==> src/design/bpa_pkg.sv <==
// Shared types for the bitmap page allocator: action and status codes,
// controller states and the command/status bundles between control and datapath.
// No dependencies.
package bpa_pkg;

  typedef enum logic [1:0] {
    ACT_ALLOC    = 2'd0,
    ACT_FREE     = 2'd1,
    ACT_SET_FREE = 2'd2,
    ACT_SET_USED = 2'd3
  } action_t;

  typedef enum logic [1:0] {
    STS_OK      = 2'd0,
    STS_NO_FREE = 2'd1,
    STS_RANGE   = 2'd2
  } status_t;

  typedef enum logic [1:0] {
    OP_ALLOC,
    OP_RANGE,
    OP_RECOUNT
  } op_t;

  typedef enum logic [2:0] {
    S_CLEAR,
    S_IDLE,
    S_DIV,
    S_RD,
    S_EX,
    S_FLUSH,
    S_RESP
  } state_t;

  typedef struct packed {
    logic clear_step;
    logic take;
    logic start_recount;
    logic div;
    logic rd;
    logic ex;
    logic load;
  } bpa_cmd_t;

  typedef struct packed {
    logic clear_last;
    logic pend;
    logic bad;
    logic empty;
    logic last;
    logic hit;
    logic recount;
    logic out_busy;
  } bpa_sts_t;

endpackage

==> src/design/bpa_ctrl.sv <==
// Controller for the bitmap page allocator: sequences the clearing pass,
// the word walk of each action and recount, and the result load. Uses bpa_pkg.
module bpa_ctrl
  import bpa_pkg::*;
(
  input  logic     clk,
  input  logic     rst_n,
  input  logic     in_tvalid,
  output logic     in_tready,
  input  bpa_sts_t sts,
  output bpa_cmd_t cmd
);

  state_t state_r, state_nxt;

  always_ff @(posedge clk) begin
    if (!rst_n) begin
      state_r <= S_CLEAR;
    end else begin
      state_r <= state_nxt;
    end
  end

  always_comb begin
    state_nxt = state_r;
    unique case (state_r)
      S_CLEAR: begin
        if (sts.clear_last) state_nxt = S_IDLE;
      end
      S_IDLE: begin
        if (sts.pend || in_tvalid) state_nxt = S_DIV;
      end
      S_DIV: begin
        if (sts.bad || sts.empty) state_nxt = S_FLUSH;
        else                      state_nxt = S_RD;
      end
      S_RD: begin
        state_nxt = S_EX;
      end
      S_EX: begin
        if (sts.hit || sts.last) state_nxt = S_FLUSH;
        else                     state_nxt = S_RD;
      end
      S_FLUSH: begin
        if (sts.recount) state_nxt = S_IDLE;
        else             state_nxt = S_RESP;
      end
      S_RESP: begin
        if (!sts.out_busy) state_nxt = S_IDLE;
      end
      default: state_nxt = S_CLEAR;
    endcase
  end

  always_comb begin
    cmd       = '0;
    in_tready = 1'b0;
    unique case (state_r)
      S_CLEAR: cmd.clear_step = 1'b1;
      S_IDLE: begin
        // a pending recount goes ahead of new words
        in_tready         = !sts.pend;
        cmd.start_recount = sts.pend;
        cmd.take          = !sts.pend && in_tvalid;
      end
      S_DIV:   cmd.div  = 1'b1;
      S_RD:    cmd.rd   = 1'b1;
      S_EX:    cmd.ex   = 1'b1;
      S_FLUSH: ;
      S_RESP:  cmd.load = !sts.out_busy;
      default: ;
    endcase
  end

endmodule

==> config.mk <==
export PLATFORM = sky130hd
export DESIGN_NAME = bpa_ctrl
export DESIGN_NICKNAME = d
export VERILOG_FILES = /design/src/design/bpa_pkg.sv /design/src/design/bpa_ctrl.sv
export SDC_FILE = /design/constraint.sdc
export NUM_CORES = 1
export LEC_CHECK = 0
export ABC_CLOCK_PERIOD_IN_PS = 1640
export BUFFER_PORTS_ARGS = -buffer_cell sky130_fd_sc_hd__buf_4
export CAP_MARGIN = 20
export CORE_AREA = 3 3 40 42
export DETAILED_ROUTE_END_ITERATION = 10
export DIE_AREA = 0 0 43 45
export GPL_ROUTABILITY_DRIVEN = 0
export SYNTH_ARGS = -nofsm -noshare
export SYNTH_HDL_FRONTEND = slang
export SYNTH_SLANG_ARGS = --single-unit
export TNS_END_PERCENT = 10
==> constraint.sdc <==
create_clock -name clk -period 1.64 [get_ports clk]
set_input_delay 0.41 -clock clk [delete_from_list [all_inputs] [get_ports clk]]
set_output_delay 0.41 -clock clk [all_outputs]
set_load 0.02 [all_outputs]
==> flow_summary.toml, run 1 <==
[run_status]
outcome = "finished clean"

[route]
drt_iter0_drc = 4
vias = 388
viasPerCell = 4.974
first_pass_iters = 4
wl_um = 909
ant_nets = 0
wire_per_inst_um = 11.65
route.detailed.drc = 0

[sta]
final_max_slew_viol_count = 0
relSlewSlack = 0.7226
finalCriticalPeriod_ns = 1.591
finalSetupViolCount = 0
skew_ns = 0.001089
fin_crit_sh = 0.9699
rsz0062_at_grt = "yes"
worst_slew_pin_slew_ns = 0.4124
hold_violations = 0
max_clock_freq_mhz = 628.7

[logic_synthesis]
ys_warn_count = 0
synthCells = 41
ys_types = 26
synth_seq_area_share = 0.1905
synth_common_cells = "nand2_1, nor2_1, nor3_1"
synth_area_leaders = "dfxtp_1, buf_6, nor3_1"
synth_nets = 52
async_flop_share = 0
synth_seq_cells = 3
synth_ff_type = "dfxtp_1"
synth-edff-count = 0
syn_area_um2 = 315.3
synth_top_area_frac = 0.1905
syn_area_per_cell_um2 = 7.690
yosysTopAreaCell = "dfxtp_1"

[pwr]
ir_worst_vdd_mv = 0.2722
p_per_area_nw_per_um2 = 705.1
finalPower_uw = 361.7
power_frac_comb = 0.376
p_leak_uw = 0.0002140
pwr-share-clk = 0.352
switching_share = 0.3301
seqPwrFrac = 0.272
internal_power_uw = 242.3
p_switching_uw = 119.4

[cts]
clk_pin_slew_ns = 0.04
cts_buffers = 3
cts_root_buf = "clkbuf_4"
cts_buffer_depth = 2
holdBufCountCts = 0
cts_tree = "yes"
cts_sinks = 3
htree_levels = 1
insertion_delay_ns = 0.23

[die]
initial_core_util = 0.2454
dieWidth_um = 43
core_um2 = 1285
fp.dieArea_um2 = 1935
dieHeight_um = 45
num_rows = 13
ios = 19

[grt]
grt_use_total = 0.09635
grt_max_degree = 11
grt_pass1_wl_mm = 1.421
grt-ovfl-total = 0
antenna_found_initial = 0
grt_pass1_vias = 358

[placement]
dpl.hpwl_um = 735.5
io_buffers = 18
detailed_place.area_um2 = 461.7

[layout]
stdcell_area_um2 = 513.0
syn_to_final_growth_pct = 62.70
drive_gt1_frac = 0.5079
num-nets-final = 75
largest_register_ffs = 3
top_regs = "state_r: 3 flops"
largest-register = "state_r"
diodes = 0

[worst_setup_path]
worstPathArrival_ns = 1.18
cp-start-kind = "flop"
critPathMaxStageDelay_ns = 0.34
cp-end-kind = "output port"
path_cells = "buf_4 > nor3_4 > and2_1 > buf_4"
required_ns = 1.23
path_max_fanout = 7
crit_slowest_cell = "dfxtp_2"
path_class = "flop to output port"
cpMostUsedCell = "buf_4"

[worst_hold_path]
min_path_type = "input pin to flop"

[flow_run]
cap_violations = 0
-- metrics by stage --
step | utilization | TNS, ns | instances | hold WS (ns) | worst slack [ns]
2_1_floorplan | - | 0 | 41 | 0.5382 | 0.1002
3_3_place_gp | 0.3593 | 0 | 73 | 0.5918 | 0.1545
3_5_place_dp | 0.3593 | 0 | 73 | 0.5876 | 0.1633
4_1_cts | 0.3827 | 0 | 77 | 0.4146 | 0.02699
5_1_grt | 0.3992 | -0.01541 | 78 | 0.4283 | -0.01541
6_report | 0.3992 | 0 | 78 | 0.4224 | 0.04939
-- timing repair --
| action | 4_1_cts | 5_1_grt |
|---|---|---|
| cloned | 0 | 0 |
| buffers inserted | 0 | 1 |
| endpoints found under the setup margin | 4 | 2 |
| resized for setup | 3 | 3 |
| pin swaps | 0 | 1 |
-- cell type report --
type,count,area (µm²)
Timing Repair Buffer,21,157.7
Tap cell,15,18.77
Multi-Input combinational cell,34,240.2
Sequential cell,3,66.31
Clock buffer,4,26.28
Fill cell,142,772.0
Inverter,1,3.754
-- metal layers --
layer,share of wire,track usage,wire length (µm),vias to the layer above
li1,-,-,-,199
met1,0.42,0.1100,383,171
met2,0.49,0.1796,445,16
met3,0.077,0.003984,70,2
met4,0.011,0.05422,10,0
met5,0,0,0,-
-- power by group through the flow --
stage | clock network (µW) | logic, µW | registers, µW
2_1_floorplan | 0 | 93.6 | 84.4
4_1_cts | 131 | 131 | 97.2
3_3_place_gp | 0 | 129 | 95.9
5_1_grt | 134 | 149 | 101
3_5_place_dp | 0 | 131 | 96.9
6_report | 127 | 136 | 98.3
-- logic make-up after synthesis --
logic type | synth area share
compound gates | 0.2580
buf+inv | 0.09917
flops | 0.1905
simple gates | 0.4524
-- worst paths after layout --
check | startpoint | endpoint | slack, ns | cells after the start
min | rst_n | state_r[2] | 0.42 | 2
max reg2reg | state_r[1] | state_r[1] | 0.28 | 4
max | state_r[1] | cmd[5] | 0.05 | 4
min reg2reg | state_r[1] | state_r[1] | 0.55 | 2
-- layout by cell type (no fill, tap or decap), types with 2 or more instances in the layout --
| cell | n |
|---|---|
| buf_4 | 21 |
| nor2_1 | 4 |
| nand2_1 | 4 |
| nor3_1 | 3 |
| clkbuf_4 | 3 |
| and2_1 | 2 |
| o21ai_0 | 2 |
| nor2b_1 | 2 |
| dfxtp_2 | 2 |
-- critical path, delay by kind of cell (launching register included) --
| family | cells | cell delay (ns) |
|---|---|---|
| buf+inv | 2 | 0.29 |
| flops | 1 | 0.34 |
| simple gates | 2 | 0.31 |
Power figures use the tool's default switching activity.
==> run 2: changes to the inputs <==
--- a/config.mk
+++ b/config.mk
@@ -8,9 +8,9 @@
 export ABC_CLOCK_PERIOD_IN_PS = 1640
 export BUFFER_PORTS_ARGS = -buffer_cell sky130_fd_sc_hd__buf_4
 export CAP_MARGIN = 20
-export CORE_AREA = 3 3 40 42
+export CORE_AREA = 2 2 39 41
 export DETAILED_ROUTE_END_ITERATION = 10
-export DIE_AREA = 0 0 43 45
+export DIE_AREA = 0 0 41 43
 export GPL_ROUTABILITY_DRIVEN = 0
 export SYNTH_ARGS = -nofsm -noshare
 export SYNTH_HDL_FRONTEND = slang
==> flow_summary.toml, run 2 (synthesized netlist as in run 1, its figures left out) <==
[worst_setup_path]
path_max_fanout = 4
required_ns = 1.23
startpoint = "state_r[2]"
crit_buf_inv = 1
path_cells = "nand2b_4 > nor3_4 > and2_4 > buf_6"
reg2reg_slack_ns = 0.29
rr_startpoint = "state_r[1]"
critPathMaxStageDelay_ns = 0.33
r2r_end = "state_r[1]"
worstPathArrival_ns = 1.19
path_class = "flop to output port"
crit_slowest_cell = "dfxtp_2"
cp.depth = 4
cp-end-kind = "output port"
cp_top_family = "simple AND/OR/NAND/NOR gates"
cp-start-kind = "flop"
rr_worst_depth = 4

[die]
dieHeight_um = 43
core_um2 = 1384
num_rows = 14
initial_core_util = 0.2278
fp.dieArea_um2 = 1763
ios = 19
dieWidth_um = 41

[pwr]
ir_worst_vdd_mv = 0.3633
p_leak_uw = 0.0002380
p_per_area_nw_per_um2 = 706.7
finalPower_uw = 390.8

[sta]
worst_slew_pin_slew_ns = 0.3288
finalSetupTns_ns = 0
finalSetupViolCount = 0
max_clock_freq_mhz = 623.9
final_max_slew_viol_count = 0
fin_crit_sh = 0.9773
finalCriticalPeriod_ns = 1.603
skew_ns = 0.0006459
hold_violations = 0
relSlewSlack = 0.7788
rsz0062_at_grt = "yes"

[route]
route.detailed.drc = 0
ant_nets = 0
vias = 391
first_pass_iters = 4
wire_per_inst_um = 11.10
wl_um = 921
drt_iter0_drc = 12
viasPerCell = 4.711

[grt]
grt-ovfl-total = 0
grt_max_degree = 11
antenna_found_initial = 0
grt_pass1_wl_mm = 1.380
grt_pass1_vias = 336
grt_use_total = 0.1182

[placement]
dpl.cell_count = 75
io_buffers = 18
dpl.hpwl_um = 648.5
detailed_place.area_um2 = 470.5

[cts]
cts_tree = "yes"
cts_buffer_depth = 2
htree_levels = 1
clk_pin_slew_ns = 0.04
insertion_delay_ns = 0.24
cts_sinks = 3
holdBufCountCts = 0
cts_buffers = 3
cts_root_buf = "clkbuf_4"

[layout]
mostFrequentLayoutCells = "buf_4, nor2_1, nand2_1"
nFillCells = 138
largest-register = "state_r"
multi_input_area_um2 = 242.7
syn_to_final_growth_pct = 75.40
largest_register_ffs = 3
seqCellArea_um2 = 68.82
stdcell_area_um2 = 553.0
utilization = 0.3996
num-nets-final = 79
final_common_cell = "buf_4"
final_cells = 83
drive_gt1_frac = 0.5522
diodes = 0
top_regs = "state_r: 3 flops"

[worst_hold_path]
hold_end = "state_r[2]"
worstHoldStart = "rst_n"
min_path_type = "input pin to flop"
holdPathStages = 2

[run_status]
outcome = "finished clean"

[flow_run]
cap_violations = 0
## run 2: cell types whose count changed in the layout (fill, tap and decap cells not counted)
cell,previous run,this run
dfxtp_4,1,2
dfxtp_2,2,1
buf_4,21,24
buf_6,0,1
and2_4,0,1
and2_1,2,1
## run 2: through the flow
stage | hold WS, ns | setup WS, ns
floorplan | 0.5382 | 0.1002
CTS | 0.4112 | -0.001367
global placement | 0.6389 | 0.1972
detailed placement | 0.6459 | 0.1710
global route | 0.4303 | -0.03122
finish | 0.4132 | 0.03729
## run 2: power by group
part           total, µW  leakage, µW  switching (µW)  internal, µW
combinational        159     0.000197            74.3          84.5
clock                139    0.0000150            47.4          91.8
sequential          92.8    0.0000264            12.2          80.6
## run 2: timing repair
action / CTS / global route
pin swaps: 0 / 2
gates resized for setup: 3 / 6
endpoints found under the setup margin: 5 / 2
setup buffers: 0 / 4
## run 2: layout make-up
| class | count | share of cell area |
|---|---|---|
| inverter | 1 | 0.006787 |
| multi-input combinational | 34 | 0.4389 |
| timing repair buffer | 25 | 0.3462 |
| sequential | 3 | 0.1244 |
| clock buffer | 4 | 0.04751 |
| tap | 16 | 0.03620 |
## run 2: how the worst max path moves through the flow
stage / slack (ns) / end
after detailed placement: 0.17 / cmd[5]
after global routing: -0.03 / cmd[5]
after global placement: 0.20 / cmd[5]
after CTS: -0.001 / cmd[5]
after floorplan: 0.10 / cmd[5]
final: 0.04 / cmd[5]
## run 2: layer usage
metal | global-route usage | share of wire
met1 | 0.1565 | 0.48
met2 | 0.1500 | 0.45
met3 | 0.06283 | 0.054
met4 | 0.06000 | 0.014
met5 | 0 | 0
